## config.mk

```make
export PLATFORM = sky130hd
export DESIGN_NAME = wlsf_ctrl
export DESIGN_NICKNAME = d
export VERILOG_FILES = /design/src/rtl/core/wlsf_pkg.sv /design/src/rtl/core/wlsf_ctrl.sv
export SDC_FILE = /design/constraint.sdc
export NUM_CORES = 1
export LEC_CHECK = 0
export CORE_MARGIN = 2
export CORE_UTILIZATION = 55
export CTS_CLUSTER_DIAMETER = 100
export DETAILED_ROUTE_END_ITERATION = 12
export DONT_BUFFER_PORTS = 1
export PLACE_DENSITY = 0.73
export SKIP_LAST_GASP = 1
export SLEW_MARGIN = 30
export SYNTH_ARGS = -nofsm -noshare
export SYNTH_HDL_FRONTEND = slang
export SYNTH_SLANG_ARGS = --single-unit
```

## constraint.sdc

```tcl
create_clock -name clock -period 5.4 [get_ports clock]
set_input_delay 1.08 -clock clock [delete_from_list [all_inputs] [get_ports clock]]
set_output_delay 1.08 -clock clock [all_outputs]
set_load 0.05 [all_outputs]
```

## src/rtl/core/wlsf_pkg.sv

```systemverilog
`default_nettype none
package wlsf_pkg;
   localparam int FracBitsDefault = 16;
   localparam int AccWidthDefault = 64;
   localparam int DataWidth = 32;
   localparam int DiscWidth = 17;
   localparam int DiscShift = 16;
   localparam logic [DiscWidth-1:0] DiscReset = 17'h10000;

   typedef struct packed {
      logic            sample_valid;
      logic [31:0]     ctrl_sample;
      logic [31:0]     measure_sample;
      logic [31:0]     query_ctrl;
      logic [31:0]     target_measure;
   } req_type;

   typedef struct packed {
      logic [31:0] slope;
      logic [31:0] intercept;
      logic [31:0] predicted_measure;
      logic [31:0] ctrl_for_target;
      logic        singular;
      logic        no_solution;
   } rsp_type;

   // micro-operations issued by the controller
   localparam logic [4:0] OpScaleSxx = 5'd0;
   localparam logic [4:0] OpScaleSx  = 5'd1;
   localparam logic [4:0] OpScaleS1  = 5'd2;
   localparam logic [4:0] OpScaleSxm = 5'd3;
   localparam logic [4:0] OpScaleSm  = 5'd4;
   localparam logic [4:0] OpAddSxx   = 5'd5;
   localparam logic [4:0] OpAddRest  = 5'd6;
   localparam logic [4:0] OpDetA     = 5'd7;
   localparam logic [4:0] OpDetB     = 5'd8;
   localparam logic [4:0] OpDivI00   = 5'd9;
   localparam logic [4:0] OpDivI01   = 5'd10;
   localparam logic [4:0] OpDivI11   = 5'd11;
   localparam logic [4:0] OpSlopeA   = 5'd12;
   localparam logic [4:0] OpSlopeB   = 5'd13;
   localparam logic [4:0] OpIcptA    = 5'd14;
   localparam logic [4:0] OpIcptB    = 5'd15;
   localparam logic [4:0] OpPred     = 5'd16;
   localparam logic [4:0] OpSolve    = 5'd17;
   localparam logic [4:0] OpIdle     = 5'd18;

   typedef struct packed {
      logic       load;    // capture request
      logic       start;   // start micro-op
      logic [4:0] op;
      logic       emit;    // load output register
   } cmd_type;

   typedef struct packed {
      logic busy;          // micro-op in progress
      logic sample;        // request carries a sample
      logic det_zero;
   } sts_type;
endpackage
`default_nettype wire

```

## src/rtl/core/wlsf_ctrl.sv

```systemverilog
`default_nettype none
module wlsf_ctrl (
   input  wire logic              clock,
   input  wire logic              reset,
   input  wire logic              req_fire,
   input  wire logic              rsp_ready,
   output logic                   req_ready,
   output logic                   rsp_valid,
   input  wire wlsf_pkg::sts_type sts,
   output wlsf_pkg::cmd_type      cmd
);
   import wlsf_pkg::*;

   localparam logic [1:0] StIdle = 2'd0;
   localparam logic [1:0] StIssue = 2'd1;
   localparam logic [1:0] StWait = 2'd2;

   logic [1:0] st_ff, st_in;
   logic [4:0] op_ff, op_in;
   logic       full_ff, full_in;
   logic [4:0] nxt;

   always_comb begin
      unique case (op_ff)
         OpDetB:   nxt = sts.det_zero ? OpSlopeA : OpDivI00;
         OpSolve:  nxt = OpIdle;
         default:  nxt = op_ff + 5'd1;
      endcase
   end

   always_comb begin
      st_in = st_ff; op_in = op_ff; full_in = full_ff;
      cmd = '0; cmd.op = op_ff;
      if (full_ff && rsp_ready) full_in = 1'b0;
      unique case (st_ff)
         StIdle: begin
            if (req_fire) begin
               cmd.load = 1'b1; st_in = StIssue; op_in = OpIdle;
            end
         end
         StIssue: begin
            if (op_ff == OpIdle) op_in = sts.sample ? OpScaleSxx : OpSlopeA;
            else begin cmd.start = 1'b1; st_in = StWait; end
         end
         StWait: begin
            if (!sts.busy) begin
               if (op_ff == OpPred && sts.busy == 1'b0) begin
                  op_in = OpSolve; st_in = StIssue;
               end else if (nxt == OpIdle) begin
                  if (!full_in) begin
                     cmd.emit = 1'b1; full_in = 1'b1; st_in = StIdle;
                  end
               end else begin
                  op_in = nxt; st_in = StIssue;
               end
            end
         end
         default: st_in = StIdle;
      endcase
   end

   always_ff @(posedge clock) begin
      if (reset) begin
         st_ff <= StIdle; op_ff <= OpIdle; full_ff <= 1'b0;
      end else begin
         st_ff <= st_in; op_ff <= op_in; full_ff <= full_in;
      end
   end

   assign req_ready = st_ff == StIdle;
   assign rsp_valid = full_ff;

   a_emit_free: assert property (@(posedge clock) disable iff (reset)
      cmd.emit |-> !full_ff || rsp_ready) else $error("result overwritten");
   a_one_cmd: assert property (@(posedge clock) disable iff (reset)
      !(cmd.load && cmd.start)) else $error("load and start together");
   a_start_after_issue: assert property (@(posedge clock) disable iff (reset)
      cmd.start |=> st_ff == StWait) else $error("start lost");
endmodule
`default_nettype wire

```

==> flow_summary.ini, run 1 <==
[outcome]
status = finished clean

[clocking]
ctsResizeCount = 0
root_buffer = clkbuf_4
cts_tree = done
cts.clk_slew.worst_paths_ps = 60
cts_sinks = 8
post_cts_buffers = 0
cts_inserted_buffers = 3
clk_latency_ps = 250
clock_path_buffers = 2
htreeDepth = 1
postCtsHoldBufs = 0

[critical_path]
cp_max_fo = 9
start_kind = register
arrival_ps = 2880
crit_type = reg2out
crit-reg2reg-launch = op_ff[0]
end_kind = output pin
worstPathRequired_ps = 4320
rrSetupSlack_ps = 2620
crit_start = op_ff[0]

[sta]
slew_viol_final = 0
slew_headroom = 0.4174
setup_tns_ps = 0
clock_skew_ps = 0.8649
setup_slack_ps = 1440
whs_ps = 538.2
fin_crit_sh = 0.7334
max_clock_freq_mhz = 252.5
period_needed_ps = 3960
grt_setup_unrepaired = no
setup_viol = 0
worstMarginPinSlew_ps = 872.7
hold_viol = 0

[synthesis]
synth-edff-count = 0
avgSynthCellArea_sq_um = 8.382
syn-num-nets = 119
yosysWarnings = 0
yosysSeqAreaShare = 0.1855
synth.ff_latch_count = 8
synthArstFlopShare = 0
synth_cells = 103
synth.distinct_cells = 41
ys.flop_type = dfxtp_1
syn-cell-area_sq_um = 863.3

[placed_design]
place_area_sq_um = 835.8
place_inst = 115
gp_congestion = 0.8902
io_buffers = 0
preCtsSetupSlack_ps = 1731
hpwl_microns = 1399

[drt]
vias = 731
drtIter0Drc = 15
ant_nets = 0
drtPass1Iterations = 4
wl_per_cell_microns = 15.10
avgViaCountPerCell = 6.195
wl_microns = 1782
drc = 0

[floorplanning]
row_count = 14
dieHeight_microns = 43.62
die_area_sq_mm = 0.001903
initial_core_util = 0.5798
die_w_microns = 43.62
ios = 17
core_sq_mm = 0.001489

[power]
power.leakage_nw = 0.3418
peakVddDrop_v = 0.0001918
p_total_uw = 358.3
power_density_mw_per_mm2 = 417.4

[cells_and_area]
fin_area_sq_um = 858.3
fin_util = 0.5765
drive_above_1_share = 0.09804
regArea_sq_um = 160.2
area_delta_synth_final_pct = -0.5797
fill_cells = 140
fin_cells = 118
multiInputGateArea_sq_um = 614.3
fin_nets = 120
antenna_cells = 0

[flow_run]
maxCapViolCount = 0

[worst_hold_path]
min_from = st_ff[1]
hp-class = reg2reg

[global_routing]
grt_pass1_wl_microns = 3111
antenna_found_initial = 0
overflow = 0
grt_pass1_vias = 725
grt_use_total = 0.2080
grt_max_degree = 15
placed cells by master, fill, tap and decap left out, types with 2 or more instances in the layout:
cell,n
a41oi_1,2
clkbuf_4,3
o21ai_0,4
inv_1,9
nor3_1,2
nand3b_1,2
o22ai_1,2
nand3_1,7
nand2_1,3
nand2b_1,6
a21boi_0,2
nor2b_1,3
mux2i_1,6
dfxtp_1,8
a211oi_1,2
ha_1,9
nor2_1,8
a21oi_1,2
worst paths after layout:
kind | to | depth (start not counted)
setup / recovery | cmd[0] | 7
hold / removal | st_ff[1] | 2
setup reg to reg | op_ff[3] | 6
hold reg to reg | st_ff[1] | 2
flip-flops by register name, indices dropped and copies added, names as in the netlist:
signal     flops
op_ff          5
st_ff          2
rsp_valid      1
synth_stat cells, types with 2 or more instances:
cell type	instances	area (sq um)
a211oi_1	2	15.01
a21boi_0	2	15.01
a21oi_1	2	10.01
a41oi_1	2	17.52
buf_6	3	33.78
dfxtp_1	8	160.2
ha_1	9	112.6
inv_1	9	33.78
mux2i_1	6	60.06
nand2_1	3	11.26
nand2b_1	6	37.54
nand3_1	7	35.03
nand3b_1	2	15.01
nor2_1	8	30.03
nor2b_1	3	18.77
nor3_1	2	10.01
o21ai_0	4	20.02
o22ai_1	2	12.51
per-layer routing:
metal | routed length [microns] | part of all wire | track usage | vias up
met5 | 0 | 0 | 0 | -
met4 | 16 | 0.0090 | 0.07273 | 0
met3 | 103 | 0.058 | 0.02917 | 2
met2 | 866 | 0.49 | 0.3441 | 18
met1 | 796 | 0.45 | 0.2758 | 338
li1 | - | - | - | 373
area by class of cell:
class / count / share of cell area
clock buffers: 3 / 0.02624
repair buffers: 1 / 0.008746
multi-input cells: 81 / 0.7157
well taps: 16 / 0.02332
inverters: 9 / 0.03936
flip-flops and latches: 8 / 0.1866
kinds of logic (layout without fill, tap and decap cells):
group,count (synthesis),after routing,share of synthesized area
simple gates,41,41,0.2783
xor+xnor,2,2,0.02029
mux,6,6,0.06957
flops,8,8,0.1855
compound gates,23,23,0.2130
buf+inv,14,13,0.1029
fa+ha+maj,9,9,0.1304
power breakdown:
part,leakage [nW],total [mW],internal (mW),switching [mW]
combinational,0.263,0.196,0.0770,0.119
sequential,0.0651,0.117,0.0706,0.0463
clock,0.0138,0.0454,0.0254,0.0200
worst max-delay path, cell delays in order, from the launching register on:
cell	delay, ps
dfxtp_1	790
ha_1	370
nand3_1	170
or3_1	430
a211oi_4	380
nand3_1	120
nor3_1	150
buf_4	220
No activity file was read; power rests on OpenSTA's default activity.
==> run 2: changes to the inputs <==
PLACE_DENSITY = 0.76   (was 0.73)
clock period = 3.6 ns   (was 5.4 ns; I/O delays follow)
==> run 2 against run 1 <==
  * Power up 54%
  * Clock power up 54%
  * Register-to-register slack worse by 1700 ps
  * Global-route usage up 1.2 points
  * Clock skew up 10 ps
  * Largest cell class unchanged
  * First-iteration DRC count up 33%
  * Critical path depth down 1
  * Clock-buffer cell count unchanged
  * Via count up 2.2%
  * Die area unchanged
  * Worst hold slack better by 4.3 ps
==> flow_summary.ini, run 2 (synthesis results as in run 1) <==
[flow_run]
maxCapViolCount = 0

[cells_and_area]
layout_common_cells = inv_1 (9), ha_1 (9), nor2_1 (8), dfxtp_1 (8), nand3_1 (7)
largest_reg_flops = 5
drive_above_1_share = 0.1415
antenna_cells = 0
fin_area_sq_um = 893.4
top_register = op_ff
fin_nets = 124
area_delta_synth_final_pct = 3.478

[global_routing]
grt_pass1_wl_microns = 3132
overflow = 0
grt_pass1_vias = 706
grt_use_total = 0.2200
antenna_found_initial = 0
grt_max_degree = 15

[clocking]
root_buffer = clkbuf_4
cts_sinks = 8
ctsResizeCount = 0
post_cts_buffers = 0
clk_latency_ps = 260
htreeDepth = 1
cts.clk_slew.worst_paths_ps = 60
clock_path_buffers = 2
cts_tree = done
postCtsHoldBufs = 0
cts_inserted_buffers = 3

[sta]
max_clock_freq_mhz = 323.1
period_needed_ps = 3095
slew_viol_final = 0
clock_skew_ps = 11.00
fin_crit_sh = 0.8598
worstMarginPinSlew_ps = 843.3
setup_tns_ps = 0
slew_headroom = 0.4370
grt_setup_unrepaired = no
hold_viol = 0
setup_viol = 0

[power]
power_density_mw_per_mm2 = 617.3
power.leakage_nw = 0.3649
peakVddDrop_v = 0.0005011
p_total_uw = 551.4

[drt]
drc = 0
avgViaCountPerCell = 6.123
vias = 747
drtPass1Iterations = 6
wl_per_cell_microns = 15.76
wl_microns = 1923
drtIter0Drc = 20
ant_nets = 0

[floorplanning]
die_w_microns = 43.62
row_count = 14
core_sq_mm = 0.001489
ios = 17
dieHeight_microns = 43.62
initial_core_util = 0.5798
die_area_sq_mm = 0.001903

[outcome]
status = finished clean

[placed_design]
gp_congestion = 0.8298
hpwl_microns = 1436
io_buffers = 0
place_area_sq_um = 870.8

[critical_path]
cp_max_fo = 14
end_kind = output pin
worstPathRequired_ps = 2880
crit_chain = nand3b_1 > and4_2 > a211oi_4 > nand3_1 > nor3_2 > buf_4
arrival_ps = 2380
max_stage_delay_ps = 870
slowest_stage = dfxtp_1
start_kind = register
crit_type = reg2out

[worst_hold_path]
hp-class = in2reg
==> run 2: changes by cell type in the layout (fill, tap and decap cells not counted) <==
| cell | change |
|---|---|
| nor3_1 | -1 |
| nor3_2 | +1 |
| buf_4 | +4 |
==> run 2: path summary, 6_finish.rpt <==
check,to,start,slack [ps],cells after the start
setup / recovery,cmd[0],op_ff[4],500,6
setup reg to reg,op_ff[4],op_ff[4],960,5
hold / removal,rsp_valid,reset,540,1
hold reg to reg,st_ff[1],st_ff[1],560,2
==> run 2: critical path, delay by kind of cell (launching register included) <==
kind | cells | cell delay (ps)
AOI/OAI and AO/OA | 1 | 270
buffers and inverters | 1 | 210
DFF | 1 | 870
and+or+nand+nor | 4 | 760
==> run 2: layer usage <==
| layer | wire (microns) | part of all wire | track usage |
|---|---|---|---|
| met5 | 0 | 0 | 0 |
| met2 | 891 | 0.46 | 0.3294 |
| met3 | 124 | 0.064 | 0.03333 |
| met4 | 21 | 0.011 | 0.1152 |
| met1 | 886 | 0.46 | 0.3041 |
==> run 2: cell type report <==
class                   instances  area, sq um
multi-input cells              81        619.3
clock buffers                   3        22.52
well taps                      16        20.02
fillers                       147        595.6
flip-flops and latches          8        160.2
inverters                       9        33.78
repair buffers                  5        37.54
==> run 2: per-stage QoR <==
stage          instances  setup WS (ps)  utilization  hold slack (ps)
6_report             122          504.9       0.6000            542.5
5_1_grt              122          310.7       0.6000            538.5
4_1_cts              122          500.1       0.6000            539.2
3_5_place_dp         119          788.1       0.5849            545.2
3_3_place_gp         119          858.3       0.5849            533.9
2_1_floorplan        103          235.6            -            496.0
==> run 2: power breakdown <==
group	leakage [nW]	internal, mW	switching, mW
clock	0.0138	0.0382	0.0315
combinational	0.286	0.122	0.210
sequential	0.0651	0.106	0.0441
==> run 3: changes to the inputs <==
CORE_UTILIZATION = 42   (was 55)
PLACE_DENSITY = 0.62   (was 0.76)
SLEW_MARGIN = 20   (was 30)
==> run 3 against run 2 <==
  * Fmax down 1.1%
  * Final area is 1.5% higher
  * Flip-flop and latch count stayed put
  * Via count grew 0.27%
  * Critical endpoint unchanged
==> flow_summary.ini, run 3 (synthesis results as in run 1) <==
[cells_and_area]
fin_nets = 124
drive_above_1_share = 0.1415
multiInputGateArea_sq_um = 619.3
regArea_sq_um = 160.2
layout_common_cells = inv_1 (9), ha_1 (9), nor2_1 (8), dfxtp_1 (8), nand3_1 (7)
largest_reg_flops = 5
antenna_cells = 0
top_register = op_ff
area_delta_synth_final_pct = 5.072
fill_cells = 201

[clocking]
root_buffer = clkbuf_4
clock_path_buffers = 2
ctsResizeCount = 0
clk_latency_ps = 270
cts.clk_slew.worst_paths_ps = 60
htreeDepth = 1
postCtsHoldBufs = 0
cts_inserted_buffers = 3
post_cts_buffers = 0
cts_sinks = 8
cts_tree = done

[floorplanning]
row_count = 16
ios = 17
die_area_sq_mm = 0.002434
core_sq_mm = 0.001942
dieHeight_microns = 49.34
die_w_microns = 49.34
initial_core_util = 0.4446

[placed_design]
preCtsSetupSlack_ps = 764.0
io_buffers = 0
hpwl_microns = 1464
gp_congestion = 0.8744

[sta]
worstMarginPinSlew_ps = 855.6
setup_viol = 0
fin_crit_sh = 0.8692
grt_setup_unrepaired = no
setup_slack_ps = 470.7
max_clock_freq_mhz = 319.6
slew_headroom = 0.4288
slew_viol_final = 0
setup_tns_ps = 0
hold_viol = 0
whs_ps = 523.0
clock_skew_ps = 6.342
period_needed_ps = 3129

[power]
power.leakage_nw = 0.3649
power_density_mw_per_mm2 = 613.3
peakVddDrop_v = 0.0003544

[critical_path]
rrSetupSlack_ps = 950
start_kind = register
crit_chain = nand3b_1 > and4_2 > a211oi_4 > nand3_1 > nor3_2 > buf_4
arrival_ps = 2410
cp_max_fo = 14
crit_type = reg2out
worstPathRequired_ps = 2880
slowest_stage = dfxtp_1
max_stage_delay_ps = 880
end_kind = output pin

[outcome]
status = finished clean

[drt]
vias = 749
ant_nets = 0
avgViaCountPerCell = 5.632
drc = 0
wl_microns = 1932
drtPass1Iterations = 4
wl_per_cell_microns = 14.53
drtIter0Drc = 15

[global_routing]
grt_use_total = 0.1836
grt_pass1_vias = 744
grt_pass1_wl_microns = 3519
antenna_found_initial = 0
grt_max_degree = 15
overflow = 0

[flow_run]
maxCapViolCount = 0

[worst_hold_path]
hp-class = in2reg
## run 3: cell counts in the layout (fill, tap and decap cells not counted)
No cell type changed its count.
## run 3: worst paths after layout
path	from	endpoint	cells after the start
max	op_ff[4]	cmd[0]	6
min reg2reg	st_ff[1]	st_ff[1]	2
max reg2reg	op_ff[4]	op_ff[4]	5
min	reset	rsp_valid	1
## run 3: per-layer routing
metal,track usage,share of wire
met1,0.2369,0.47
met2,0.2950,0.46
met3,0.03988,0.046
met4,0.07143,0.020
met5,0,0
## run 3: metrics by stage
step / power, mW / utilization / area, sq um / std cells
2_1_floorplan: 0.4532 / - / 868.3 / 103
3_3_place_gp: 0.4815 / 0.4555 / 884.6 / 130
3_5_place_dp: 0.4805 / 0.4555 / 884.6 / 130
4_1_cts: 0.5548 / 0.4671 / 907.1 / 133
5_1_grt: 0.5935 / 0.4671 / 907.1 / 133
6_report: 0.5563 / 0.4671 / 907.1 / 133
## run 3: power breakdown
part	switching, mW	internal [mW]
sequential	0.0439	0.106
clock	0.0384	0.0387
combinational	0.208	0.122
total	0.290	0.267
## run 3: worst max-delay path: cells and delay by family (launching register included)
kind / cells / cell delay [ps]
buffers and inverters: 1 / 220
AND/OR/NAND/NOR: 4 / 770
flip-flops: 1 / 880
AO/OA/AOI/OAI: 1 / 260
## run 3: layout make-up
type / instances / share of cell area
Tap cell: 27 / 0.03724
Multi-Input combinational cell: 81 / 0.6828
Sequential cell: 8 / 0.1766
Timing Repair Buffer: 5 / 0.04138
Inverter: 9 / 0.03724
Clock buffer: 3 / 0.02483
